File: config.mk
export PLATFORM = sky130hd
export DESIGN_NAME = waveform_digest_and_stats_flat
export DESIGN_NICKNAME = d
export VERILOG_FILES = /design/src/wdg_pkg.sv /design/src/wdg_sample_if.sv /design/src/wdg_result_if.sv /design/src/wdg_div.sv /design/src/wdg_ctrl.sv /design/src/wdg_dp.sv /design/src/waveform_digest_and_stats.sv /design/src/flat_wrapper.sv
export SDC_FILE = /design/constraint.sdc
export NUM_CORES = 2
export LEC_CHECK = 0
export BUFFER_PORTS_ARGS = -buffer_cell sky130_fd_sc_hd__buf_4
export CORE_ASPECT_RATIO = 0.5
export CORE_MARGIN = 2
export CORE_UTILIZATION = 58
export DETAILED_ROUTE_END_ITERATION = 8
export PLACE_DENSITY_LB_ADDON = 0.05
export RECOVER_POWER = 100
export SYNTH_ARGS = -nofsm -noshare
export SYNTH_HDL_FRONTEND = slang
export SYNTH_HIERARCHICAL = 1
export SYNTH_SLANG_ARGS = --single-unit
File: constraint.sdc
create_clock -name clk -period 8.2 [get_ports clk]
set_input_delay 0.41 -clock clk [delete_from_list [all_inputs] [get_ports clk]]
set_output_delay 0.41 -clock clk [all_outputs]
set_load 0.02 [all_outputs]
File: src/wdg_pkg.sv
// shared constants, types and control structs for the waveform digest block
// no dependencies; compiled first
package wdg_pkg;

    localparam int SAMPLE_W   = 16;
    localparam int POS_W      = 20;
    localparam int PTS_W      = 21;
    localparam int BINS_W     = 13;
    localparam int BIN_IDX_W  = 12;
    localparam int CHANS_W    = 4;
    localparam int CHAN_IDX_W = 3;
    localparam int SUM_W      = 37;
    localparam int CNT_W      = 21;
    localparam int PROD_W     = 34;
    localparam int MEAN_W     = 24;
    localparam int DIV_W      = 45;
    localparam int DIV_CNT_W  = 6;
    localparam int CFG_IDX_W  = 2;
    localparam int CFG_DATA_W = 21;

    localparam logic [PTS_W-1:0]   MAX_POINTS   = PTS_W'(1048576);
    localparam logic [BINS_W-1:0]  MAX_BINS     = BINS_W'(4096);
    localparam logic [CHANS_W-1:0] MAX_CHANNELS = CHANS_W'(8);

    localparam logic [PTS_W-1:0]   RST_POINTS   = PTS_W'(65536);
    localparam logic [BINS_W-1:0]  RST_BINS     = BINS_W'(1024);
    localparam logic [CHANS_W-1:0] RST_CHANNELS = CHANS_W'(4);

    localparam logic [CFG_IDX_W-1:0] REG_POINTS   = 2'd0;
    localparam logic [CFG_IDX_W-1:0] REG_BINS     = 2'd1;
    localparam logic [CFG_IDX_W-1:0] REG_CHANNELS = 2'd2;

    localparam logic KIND_BIN   = 1'b0;
    localparam logic KIND_STATS = 1'b1;

    typedef enum logic [2:0] {
        ST_IDLE,
        ST_CALC,
        ST_CHECK,
        ST_BIN_DIV,
        ST_BIN_PUT,
        ST_MEAN_DIV,
        ST_MEAN_PUT
    } wdg_state_t;

    typedef struct packed {
        logic in_ready;
        logic take_sample;
        logic calc;
        logic start_bin_div;
        logic start_mean_div;
        logic put_bin;
        logic put_stats;
        logic advance;
    } wdg_cmd_t;

    typedef struct packed {
        logic close;
        logic chan_end;
        logic div_done;
        logic out_free;
    } wdg_status_t;

endpackage

File: src/wdg_sample_if.sv
// input channel: one signed sample word per handshake
// depends on wdg_pkg
interface wdg_sample_if;
    import wdg_pkg::*;

    logic                       valid;
    logic                       ready;
    logic signed [SAMPLE_W-1:0] sample;

    modport source (output valid, output sample, input ready);
    modport sink (input valid, input sample, output ready);
endinterface

File: src/wdg_result_if.sv
// output channel: one bin or channel statistics word per handshake
// depends on wdg_pkg
interface wdg_result_if;
    import wdg_pkg::*;

    logic                         valid;
    logic                         ready;
    logic                         kind;
    logic [CHAN_IDX_W-1:0]        channel;
    logic [BIN_IDX_W-1:0]         bin_number;
    logic signed [SAMPLE_W-1:0]   bin_average;
    logic signed [SAMPLE_W-1:0]   channel_min;
    logic signed [SAMPLE_W-1:0]   channel_max;
    logic signed [MEAN_W-1:0]     channel_mean;
    logic signed [SAMPLE_W-1:0]   overall_min;
    logic signed [SAMPLE_W-1:0]   overall_max;
    logic                         last;

    modport source (output valid, output kind, output channel, output bin_number,
                    output bin_average, output channel_min, output channel_max,
                    output channel_mean, output overall_min, output overall_max,
                    output last, input ready);
    modport sink (input valid, input kind, input channel, input bin_number,
                  input bin_average, input channel_min, input channel_max,
                  input channel_mean, input overall_min, input overall_max,
                  input last, output ready);
endinterface

File: src/wdg_div.sv
// iterative signed-by-unsigned restoring divider, one quotient bit per cycle
// depends on wdg_pkg
module wdg_div (
    input  logic                             clk,
    input  logic                             rst_n,
    input  logic                             start,
    input  logic signed [wdg_pkg::DIV_W-1:0] dividend,
    input  logic [wdg_pkg::CNT_W-1:0]        divisor,
    output logic                             done,
    output logic signed [wdg_pkg::DIV_W-1:0] quotient
);
    import wdg_pkg::*;

    logic                 busy_reg;
    logic                 done_reg;
    logic                 neg_reg;
    logic [DIV_W-1:0]     mag_reg;
    logic [CNT_W-1:0]     den_reg;
    logic [CNT_W:0]       rem_reg;
    logic [DIV_CNT_W-1:0] cnt_reg;
    logic [CNT_W:0]       rem_shift;
    logic                 fits;

    assign rem_shift = {rem_reg[CNT_W-1:0], mag_reg[DIV_W-1]};
    assign fits      = rem_shift >= {1'b0, den_reg};

    always_ff @(posedge clk or negedge rst_n)
    begin
        if (!rst_n)
        begin
            busy_reg <= 1'b0;
            done_reg <= 1'b0;
            cnt_reg  <= '0;
        end
        else
        begin
            done_reg <= 1'b0;
            if (start)
            begin
                busy_reg <= 1'b1;
                cnt_reg  <= '0;
            end
            else if (busy_reg)
            begin
                cnt_reg <= cnt_reg + 1'b1;
                if (cnt_reg == DIV_CNT_W'(DIV_W - 1))
                begin
                    busy_reg <= 1'b0;
                    done_reg <= 1'b1;
                end
            end
        end
    end

    // magnitude register shifts out dividend bits and takes in quotient bits
    always_ff @(posedge clk)
    begin
        if (start)
        begin
            neg_reg <= dividend[DIV_W-1];
            mag_reg <= dividend[DIV_W-1] ? DIV_W'(-dividend) : DIV_W'(dividend);
            den_reg <= divisor;
            rem_reg <= '0;
        end
        else if (busy_reg)
        begin
            mag_reg <= {mag_reg[DIV_W-2:0], fits};
            rem_reg <= fits ? (rem_shift - {1'b0, den_reg}) : rem_shift;
        end
    end

    assign done     = done_reg;
    assign quotient = neg_reg ? -$signed(mag_reg) : $signed(mag_reg);
endmodule

File: src/wdg_ctrl.sv
// sequencing state machine: accept, update, close bin, close channel
// depends on wdg_pkg
module wdg_ctrl (
    input  logic                 clk,
    input  logic                 rst_n,
    input  logic                 in_valid,
    input  wdg_pkg::wdg_status_t status,
    output wdg_pkg::wdg_cmd_t    cmd
);
    import wdg_pkg::*;

    wdg_state_t state_reg;
    wdg_state_t state_next;

    always_ff @(posedge clk or negedge rst_n)
    begin
        if (!rst_n)
            state_reg <= ST_IDLE;
        else
            state_reg <= state_next;
    end

    always_comb
    begin
        state_next = state_reg;
        cmd        = '0;
        case (state_reg)
            ST_IDLE:
            begin
                cmd.in_ready = 1'b1;
                if (in_valid)
                begin
                    cmd.take_sample = 1'b1;
                    state_next      = ST_CALC;
                end
            end
            ST_CALC:
            begin
                cmd.calc   = 1'b1;
                state_next = ST_CHECK;
            end
            ST_CHECK:
            begin
                if (status.close)
                begin
                    cmd.start_bin_div = 1'b1;
                    state_next        = ST_BIN_DIV;
                end
                else if (status.chan_end)
                begin
                    cmd.start_mean_div = 1'b1;
                    state_next         = ST_MEAN_DIV;
                end
                else
                begin
                    cmd.advance = 1'b1;
                    state_next  = ST_IDLE;
                end
            end
            ST_BIN_DIV:
            begin
                if (status.div_done)
                    state_next = ST_BIN_PUT;
            end
            ST_BIN_PUT:
            begin
                if (status.out_free)
                begin
                    cmd.put_bin = 1'b1;
                    if (status.chan_end)
                    begin
                        cmd.start_mean_div = 1'b1;
                        state_next         = ST_MEAN_DIV;
                    end
                    else
                    begin
                        cmd.advance = 1'b1;
                        state_next  = ST_IDLE;
                    end
                end
            end
            ST_MEAN_DIV:
            begin
                if (status.div_done)
                    state_next = ST_MEAN_PUT;
            end
            ST_MEAN_PUT:
            begin
                if (status.out_free)
                begin
                    cmd.put_stats = 1'b1;
                    state_next    = ST_IDLE;
                end
            end
            default:
            begin
                state_next = ST_IDLE;
            end
        endcase
    end
endmodule

File: src/wdg_dp.sv
// datapath: config registers, counters, sums, extremes, divider, output register
// depends on wdg_pkg, wdg_result_if and wdg_div
module wdg_dp (
    input  logic                               clk,
    input  logic                               rst_n,
    input  logic                               cfg_write,
    input  logic [wdg_pkg::CFG_IDX_W-1:0]      cfg_index,
    input  logic [wdg_pkg::CFG_DATA_W-1:0]     cfg_data,
    input  logic signed [wdg_pkg::SAMPLE_W-1:0] sample,
    input  wdg_pkg::wdg_cmd_t                  cmd,
    output wdg_pkg::wdg_status_t               status,
    wdg_result_if.source                       results
);
    import wdg_pkg::*;

    logic [PTS_W-1:0]   points_reg;
    logic [BINS_W-1:0]  bins_reg;
    logic [CHANS_W-1:0] chans_reg;

    logic [PTS_W-1:0]   p_eff;
    logic [BINS_W-1:0]  b_lim;
    logic [BINS_W-1:0]  b_eff;
    logic [CHANS_W-1:0] c_eff;

    logic signed [SAMPLE_W-1:0] x_reg;
    logic [POS_W-1:0]           pos_reg;
    logic [BIN_IDX_W-1:0]       bin_pos_reg;
    logic signed [SUM_W-1:0]    bin_sum_reg;
    logic [CNT_W-1:0]           bin_cnt_reg;
    logic signed [SUM_W-1:0]    chan_sum_reg;
    logic signed [SAMPLE_W-1:0] chan_low_reg;
    logic signed [SAMPLE_W-1:0] chan_high_reg;
    logic [CHAN_IDX_W-1:0]      chan_num_reg;
    logic signed [SAMPLE_W-1:0] frame_low_reg;
    logic signed [SAMPLE_W-1:0] frame_high_reg;
    logic [PROD_W-1:0]          prod_i_reg;
    logic [PROD_W-1:0]          prod_j_reg;

    logic [PTS_W-1:0]     i1;
    logic [BINS_W-1:0]    j1;
    logic                 shared;
    logic [CHANS_W-1:0]   chan_num1;

    logic                       div_start;
    logic signed [DIV_W-1:0]    div_dividend;
    logic [CNT_W-1:0]           div_divisor;
    logic                       div_done;
    logic signed [DIV_W-1:0]    div_quot;

    logic signed [SAMPLE_W-1:0] bin_avg;
    logic signed [MEAN_W-1:0]   mean_sat;
    logic signed [SAMPLE_W-1:0] frame_low_next;
    logic signed [SAMPLE_W-1:0] frame_high_next;

    logic                       out_valid_reg;
    logic                       out_kind_reg;
    logic [CHAN_IDX_W-1:0]      out_chan_reg;
    logic [BIN_IDX_W-1:0]       out_bin_reg;
    logic signed [SAMPLE_W-1:0] out_avg_reg;
    logic signed [SAMPLE_W-1:0] out_cmin_reg;
    logic signed [SAMPLE_W-1:0] out_cmax_reg;
    logic signed [MEAN_W-1:0]   out_mean_reg;
    logic signed [SAMPLE_W-1:0] out_omin_reg;
    logic signed [SAMPLE_W-1:0] out_omax_reg;
    logic                       out_last_reg;

    // register values limited to the supported ranges
    always_comb
    begin
        p_eff = points_reg;
        if (points_reg == '0)
            p_eff = PTS_W'(1);
        else if (points_reg > MAX_POINTS)
            p_eff = MAX_POINTS;

        b_lim = bins_reg;
        if (bins_reg == '0)
            b_lim = BINS_W'(1);
        else if (bins_reg > MAX_BINS)
            b_lim = MAX_BINS;
        b_eff = ({{(PTS_W-BINS_W){1'b0}}, b_lim} > p_eff) ? BINS_W'(p_eff) : b_lim;

        c_eff = chans_reg;
        if (chans_reg == '0)
            c_eff = CHANS_W'(1);
        else if (chans_reg > MAX_CHANNELS)
            c_eff = MAX_CHANNELS;
    end

    assign i1        = {1'b0, pos_reg} + 1'b1;
    assign j1        = {1'b0, bin_pos_reg} + 1'b1;
    assign shared    = prod_i_reg > prod_j_reg;
    assign chan_num1 = {1'b0, chan_num_reg} + 1'b1;

    assign status.close    = prod_i_reg >= prod_j_reg;
    assign status.chan_end = i1 >= p_eff;
    assign status.div_done = div_done;
    assign status.out_free = !out_valid_reg;

    always_ff @(posedge clk or negedge rst_n)
    begin
        if (!rst_n)
        begin
            points_reg <= RST_POINTS;
            bins_reg   <= RST_BINS;
            chans_reg  <= RST_CHANNELS;
        end
        else if (cfg_write)
        begin
            case (cfg_index)
                REG_POINTS:   points_reg <= cfg_data[PTS_W-1:0];
                REG_BINS:     bins_reg   <= cfg_data[BINS_W-1:0];
                REG_CHANNELS: chans_reg  <= cfg_data[CHANS_W-1:0];
                default:      ;
            endcase
        end
    end

    always_ff @(posedge clk or negedge rst_n)
    begin
        if (!rst_n)
        begin
            pos_reg        <= '0;
            bin_pos_reg    <= '0;
            bin_sum_reg    <= '0;
            bin_cnt_reg    <= '0;
            chan_sum_reg   <= '0;
            chan_low_reg   <= '0;
            chan_high_reg  <= '0;
            chan_num_reg   <= '0;
            frame_low_reg  <= '0;
            frame_high_reg <= '0;
        end
        else
        begin
            if (cmd.calc)
            begin
                if (pos_reg == '0)
                begin
                    chan_low_reg  <= x_reg;
                    chan_high_reg <= x_reg;
                end
                else
                begin
                    if (x_reg < chan_low_reg)
                        chan_low_reg <= x_reg;
                    if (x_reg > chan_high_reg)
                        chan_high_reg <= x_reg;
                end
                chan_sum_reg <= chan_sum_reg + SUM_W'(x_reg);
                bin_sum_reg  <= bin_sum_reg + SUM_W'(x_reg);
                bin_cnt_reg  <= bin_cnt_reg + 1'b1;
            end
            if (cmd.put_bin)
            begin
                // a sample that straddles the boundary also opens the next bin
                bin_sum_reg <= shared ? SUM_W'(x_reg) : '0;
                bin_cnt_reg <= shared ? CNT_W'(1) : '0;
                bin_pos_reg <= j1[BIN_IDX_W-1:0];
            end
            if (cmd.advance)
                pos_reg <= i1[POS_W-1:0];
            if (cmd.put_stats)
            begin
                frame_low_reg  <= frame_low_next;
                frame_high_reg <= frame_high_next;
                pos_reg        <= '0;
                bin_pos_reg    <= '0;
                bin_sum_reg    <= '0;
                bin_cnt_reg    <= '0;
                chan_sum_reg   <= '0;
                chan_num_reg   <= (chan_num1 >= c_eff) ? '0 : chan_num1[CHAN_IDX_W-1:0];
            end
        end
    end

    always_ff @(posedge clk)
    begin
        if (cmd.take_sample)
            x_reg <= sample;
        if (cmd.calc)
        begin
            prod_i_reg <= PROD_W'(i1) * PROD_W'(b_eff);
            prod_j_reg <= PROD_W'(j1) * PROD_W'(p_eff);
        end
    end

    assign div_start    = cmd.start_bin_div | cmd.start_mean_div;
    assign div_dividend = cmd.start_mean_div ? DIV_W'({chan_sum_reg, 8'h00})
                                             : DIV_W'(bin_sum_reg);
    assign div_divisor  = cmd.start_mean_div ? CNT_W'(p_eff) : bin_cnt_reg;

    wdg_div u_div (
        .clk      (clk),
        .rst_n    (rst_n),
        .start    (div_start),
        .dividend (div_dividend),
        .divisor  (div_divisor),
        .done     (div_done),
        .quotient (div_quot)
    );

    always_comb
    begin
        bin_avg = (bin_cnt_reg == '0) ? '0 : div_quot[SAMPLE_W-1:0];

        if (div_quot > DIV_W'(8388607))
            mean_sat = MEAN_W'(8388607);
        else if (div_quot < -DIV_W'(8388608))
            mean_sat = MEAN_W'(-8388608);
        else
            mean_sat = div_quot[MEAN_W-1:0];

        if (chan_num_reg == '0)
        begin
            frame_low_next  = chan_low_reg;
            frame_high_next = chan_high_reg;
        end
        else
        begin
            frame_low_next  = (chan_low_reg < frame_low_reg) ? chan_low_reg : frame_low_reg;
            frame_high_next = (chan_high_reg > frame_high_reg) ? chan_high_reg
                                                               : frame_high_reg;
        end
    end

    always_ff @(posedge clk or negedge rst_n)
    begin
        if (!rst_n)
            out_valid_reg <= 1'b0;
        else if (cmd.put_bin | cmd.put_stats)
            out_valid_reg <= 1'b1;
        else if (results.ready)
            out_valid_reg <= 1'b0;
    end

    always_ff @(posedge clk)
    begin
        if (cmd.put_bin)
        begin
            out_kind_reg <= KIND_BIN;
            out_chan_reg <= chan_num_reg;
            out_bin_reg  <= bin_pos_reg;
            out_avg_reg  <= bin_avg;
            out_cmin_reg <= '0;
            out_cmax_reg <= '0;
            out_mean_reg <= '0;
            out_omin_reg <= '0;
            out_omax_reg <= '0;
            out_last_reg <= !status.chan_end;
        end
        else if (cmd.put_stats)
        begin
            out_kind_reg <= KIND_STATS;
            out_chan_reg <= chan_num_reg;
            out_bin_reg  <= '0;
            out_avg_reg  <= '0;
            out_cmin_reg <= chan_low_reg;
            out_cmax_reg <= chan_high_reg;
            out_mean_reg <= mean_sat;
            out_omin_reg <= frame_low_next;
            out_omax_reg <= frame_high_next;
            out_last_reg <= 1'b1;
        end
    end

    assign results.valid        = out_valid_reg;
    assign results.kind         = out_kind_reg;
    assign results.channel      = out_chan_reg;
    assign results.bin_number   = out_bin_reg;
    assign results.bin_average  = out_avg_reg;
    assign results.channel_min  = out_cmin_reg;
    assign results.channel_max  = out_cmax_reg;
    assign results.channel_mean = out_mean_reg;
    assign results.overall_min  = out_omin_reg;
    assign results.overall_max  = out_omax_reg;
    assign results.last         = out_last_reg;
endmodule

File: src/waveform_digest_and_stats.sv
// Boxcar decimator with channel min/max/mean and frame min/max. One sample is
// taken at a time. A sample that closes no bin and ends no channel passes
// through the idle, calc and check states. A bin close and a channel end each
// add a run of the shared 45-step restoring divider (one quotient bit per cycle)
// that forms bin averages and channel means; a result waiting in the output
// register delays the next result load until it is taken. Configuration may be
// written only while no sample is in progress.
// depends on wdg_pkg, wdg_sample_if, wdg_result_if, wdg_ctrl, wdg_dp
module waveform_digest_and_stats (
    input  logic                           clk,
    input  logic                           rst_n,
    input  logic                           cfg_write,
    input  logic [wdg_pkg::CFG_IDX_W-1:0]  cfg_index,
    input  logic [wdg_pkg::CFG_DATA_W-1:0] cfg_data,
    wdg_sample_if.sink                     samples,
    wdg_result_if.source                   results
);
    import wdg_pkg::*;

    wdg_cmd_t    cmd;
    wdg_status_t status;

    wdg_ctrl u_ctrl (
        .clk      (clk),
        .rst_n    (rst_n),
        .in_valid (samples.valid),
        .status   (status),
        .cmd      (cmd)
    );

    wdg_dp u_dp (
        .clk       (clk),
        .rst_n     (rst_n),
        .cfg_write (cfg_write),
        .cfg_index (cfg_index),
        .cfg_data  (cfg_data),
        .sample    (samples.sample),
        .cmd       (cmd),
        .status    (status),
        .results   (results)
    );

    assign samples.ready = cmd.in_ready;

    // one word in flight: no second accept right after one
    assert property (@(posedge clk) disable iff (!rst_n)
        (samples.valid && samples.ready) |=> !samples.ready)
        else $error("sample accepted while previous word in progress");

    // a result is only loaded into an empty output register
    assert property (@(posedge clk) disable iff (!rst_n)
        (cmd.put_bin || cmd.put_stats) |-> !results.valid)
        else $error("output register overwritten");

    // statistics always end the step
    assert property (@(posedge clk) disable iff (!rst_n)
        (results.valid && results.kind == KIND_STATS) |-> results.last)
        else $error("statistics word without last");

    // bin words carry no statistics
    assert property (@(posedge clk) disable iff (!rst_n)
        (results.valid && results.kind == KIND_BIN) |->
            (results.channel_min == '0 && results.overall_max == '0))
        else $error("bin word with statistics fields set");
endmodule

File: src/flat_wrapper.sv
// flat-port wrapper written by rule: the top's interface ports become plain ports
module waveform_digest_and_stats_flat import wdg_pkg::*;
  (clk, rst_n, cfg_write, cfg_index, cfg_data, samples_valid, samples_sample, samples_ready, results_valid, results_kind, results_channel, results_bin_number, results_bin_average, results_channel_min, results_channel_max, results_channel_mean, results_overall_min, results_overall_max, results_last, results_ready);
  wdg_sample_if samples_i ();
  wdg_result_if results_i ();
  input  logic clk;
  input  logic rst_n;
  input  logic cfg_write;
  input  logic [wdg_pkg::CFG_IDX_W-1:0] cfg_index;
  input  logic [wdg_pkg::CFG_DATA_W-1:0] cfg_data;
  input wire logic [$bits(samples_i.valid)-1:0] samples_valid;
  input wire logic [$bits(samples_i.sample)-1:0] samples_sample;
  output wire logic [$bits(samples_i.ready)-1:0] samples_ready;
  output wire logic [$bits(results_i.valid)-1:0] results_valid;
  output wire logic [$bits(results_i.kind)-1:0] results_kind;
  output wire logic [$bits(results_i.channel)-1:0] results_channel;
  output wire logic [$bits(results_i.bin_number)-1:0] results_bin_number;
  output wire logic [$bits(results_i.bin_average)-1:0] results_bin_average;
  output wire logic [$bits(results_i.channel_min)-1:0] results_channel_min;
  output wire logic [$bits(results_i.channel_max)-1:0] results_channel_max;
  output wire logic [$bits(results_i.channel_mean)-1:0] results_channel_mean;
  output wire logic [$bits(results_i.overall_min)-1:0] results_overall_min;
  output wire logic [$bits(results_i.overall_max)-1:0] results_overall_max;
  output wire logic [$bits(results_i.last)-1:0] results_last;
  input wire logic [$bits(results_i.ready)-1:0] results_ready;
  assign samples_i.valid = samples_valid;
  assign samples_i.sample = samples_sample;
  assign samples_ready = samples_i.ready;
  assign results_valid = results_i.valid;
  assign results_kind = results_i.kind;
  assign results_channel = results_i.channel;
  assign results_bin_number = results_i.bin_number;
  assign results_bin_average = results_i.bin_average;
  assign results_channel_min = results_i.channel_min;
  assign results_channel_max = results_i.channel_max;
  assign results_channel_mean = results_i.channel_mean;
  assign results_overall_min = results_i.overall_min;
  assign results_overall_max = results_i.overall_max;
  assign results_last = results_i.last;
  assign results_i.ready = results_ready;
  waveform_digest_and_stats u_core (.clk(clk), .rst_n(rst_n), .cfg_write(cfg_write), .cfg_index(cfg_index), .cfg_data(cfg_data), .samples(samples_i), .results(results_i));
endmodule
==> run metrics <==
run status finished, violations left; failing checks max-capacitance violations, max-slew violations; slowest stage delay, CP approximately 0.55 ns; final hold vios 0; Root Driver clkbuf_16; CP Capture Type flop; grt ovf 0; GPL Wtd Cong between 0.9 and 1; global-route wire length before repair ~220 mm; crit path max fanout 6; number of remaining DRC errors 0; P_leak ~26 nW; max reg flops 45; minimum period implied by the final worst setup slack just under 8 ns; vias per cell 5.75; Yosys top cell area share between 15 and 20%; r2r setup slk 0.28 ns; initial antenna violation count 3; die width just over 400 um; worst skew pair latency ~0.67 ns; Setup crit end u_core/u_dp/prod_i_reg[30]; Crit Path Class flop to flop; core area 83800 um^2; CTS sink count 537; r2r worst-path depth 34; Worst Path Required roughly 8.6 ns; WL/cell slightly above 20 um; slew margin rel. -328%; vias in the first global route around 39000; Port Buffer Count 166; die area ~87000 um^2; Die Y between 200 and 250 um; final count of negative-setup-slack endpoints 0; final wirelength between 100 and 150 mm; Synth async-reset ratio a little under half; Main synth FF type dfrtp_1; Worst R2R Start u_core/u_dp/points_reg[5]; hold slack approximately 0.041 ns; cell row count 75; Area Overhead vs Synth 11.8%; Distinct cells, synth 100; Iteration-0 DRC Markers approximately 2700; CP Launch Type flop; Synth warnings 6; post-route insts no fill ~6600; Crit path top cell by count fa_1; most common cell in the netlist inv_1; Max clock buf depth 3; max-slew violation count between 500 and 600; mapped cell area about 49000 um^2; Setup crit start u_core/u_dp/points_reg[5]; # H-tree levels 2; dpl cells 6492; min-delay worst type input port to flop; Power Density approximately 340 nW/um^2; Post-synth EDFFs ~180; drt pass-1 iters 6; IO Pins 167; clk slew on worst S/H paths 0.08 ns; Worst R2R End u_core/u_dp/prod_i_reg[30]; max_cap viols 9; Max VDD drop ~0.23 mV; post-synthesis average cell area approximately 9.4 um^2; GRT Overall Usage a little under a third; Period Utilization, post-route a little over nine tenths; largest net degree at the start of global routing approximately 160; synthesized flop and latch total ~540; slowest CP cell fa_1; Final Net Count 6345; CTS tree built; top cells by count, synth inv_1, nand2_1, nor2_1, fa_1, ha_1; Post-Syn Instances roughly 5200; maximum clock rate between 100 and 150 MHz; DR vias approximately 38000; Num CTS Buffers 53; ANT nets after route 0; worst-margin pin slew approximately 6.4 ns; DP Wirelength around 110 mm; total chip power approximately 19 mW; Synth Net Count 6078; Clock Skew approximately 0.04 ns; leading area contributor after synthesis fa_1; layout cells sized above 1 between 10% and 20%; largest cells by area after synthesis fa_1, dfrtp_1, edfxtp_1; critical path data arrival time about 8.3 ns; Seq/Total Area, Yosys between 20% and 30%; initial core utilization about three fifths
[how the worst min path moves through the flow]
stage	endpoint	depth (start not counted)	slack (ns)	start
4_1_cts	u_core/u_dp/bins_reg[1]	2	0.006	cfg_data[1]
6_report	u_core/u_dp/bins_reg[1]	2	0.04	cfg_data[1]
2_1_floorplan	u_core/u_ctrl/state_reg[0]	0	0.11	rst_n
3_3_place_gp	u_core/u_dp/results.kind	2	0.45	u_core/u_dp/results.kind
3_5_place_dp	u_core/u_dp/results.kind	2	0.46	u_core/u_dp/results.kind
5_1_grt	u_core/u_dp/bins_reg[1]	2	0.02	cfg_data[1]
[kinds of logic after synthesis]
family                     after synthesis  share of synthesized area (%)
DFF                                    537                           28.1
xor gates and xnor gates               299                           5.37
buffers and inverters                  885                           6.94
AOI/OAI and AO/OA                      805                           10.9
adders and majority gates              817                           27.3
and+or+nand+nor                       1581                           14.9
muxes                                  293                           6.37
[layer usage]
metal,vias to the layer above,part of all wire [%],GRT usage (%)
met5,-,0.0080,0
met4,2,2.9,8.62
met3,241,7.0,5.90
met2,1119,47,52.7
met1,18855,43,42.8
li1,17986,-,-
[critical path, delay by kind of cell (launching register included)]
family | cells | cell delay, ns
fa+ha+maj | 7 | 3.13
simple gates | 8 | 1.22
flops | 1 | 0.40
mux | 2 | 0.55
compound gates | 11 | 1.84
buf+inv | 6 | 0.53
[power by group]
group          switching, mW  internal [mW]  total, mW
logic                   6.71           4.54       11.2
registers              0.882           4.05       4.94
clock network           1.20           1.53       2.74
total                   8.79           10.1       18.9
[layout make-up]
class / instances / area, um^2
Sequential cell: 537 / 13800
Fill cell: 7099 / 29000
Timing Repair Buffer: 429 / 2920
Clock inverter: 29 / 383
Tap cell: 1116 / 1400
Inverter: 668 / 2510
Multi-Input combinational cell: 3795 / 32300
Antenna cell: 2 / 5.00
Clock buffer: 71 / 1550
[what timing repair did]
item                       CTS  global route
pin swaps                    2            30
cloned                       0             2
hold buffers                38             0
setup buffers                1            12
setup endpoints to repair    5            29
hold endpoints to repair   158             0
gates resized for setup      9            87
[per-stage QoR]
stage	utilization, %	setup slack, ns	TNS (ns)	area (um^2)
floorplan	-	0.0314	0	49100
global placement	62.7	-0.0520	-0.0844	52600
detailed placement	62.7	-0.145	-0.493	52600
CTS	65.6	0.0199	0	54900
global route	65.4	-0.0632	-0.153	54800
finish	65.4	0.275	0	54800
[placed cells by master (no fill, tap or decap), drive strengths merged, types with 149 or more instances in the layout]
cell,netlist,final
a21oi,205,205
buf,48,228
clkbuf,169,234
dfrtp,241,241
edfxtp,183,183
fa,421,421
ha,396,396
inv,658,664
mux2,149,149
nand2,555,555
nor2,472,472
o21ai,171,171
xnor2,187,187
No activity file was read; power rests on OpenSTA's default activity.
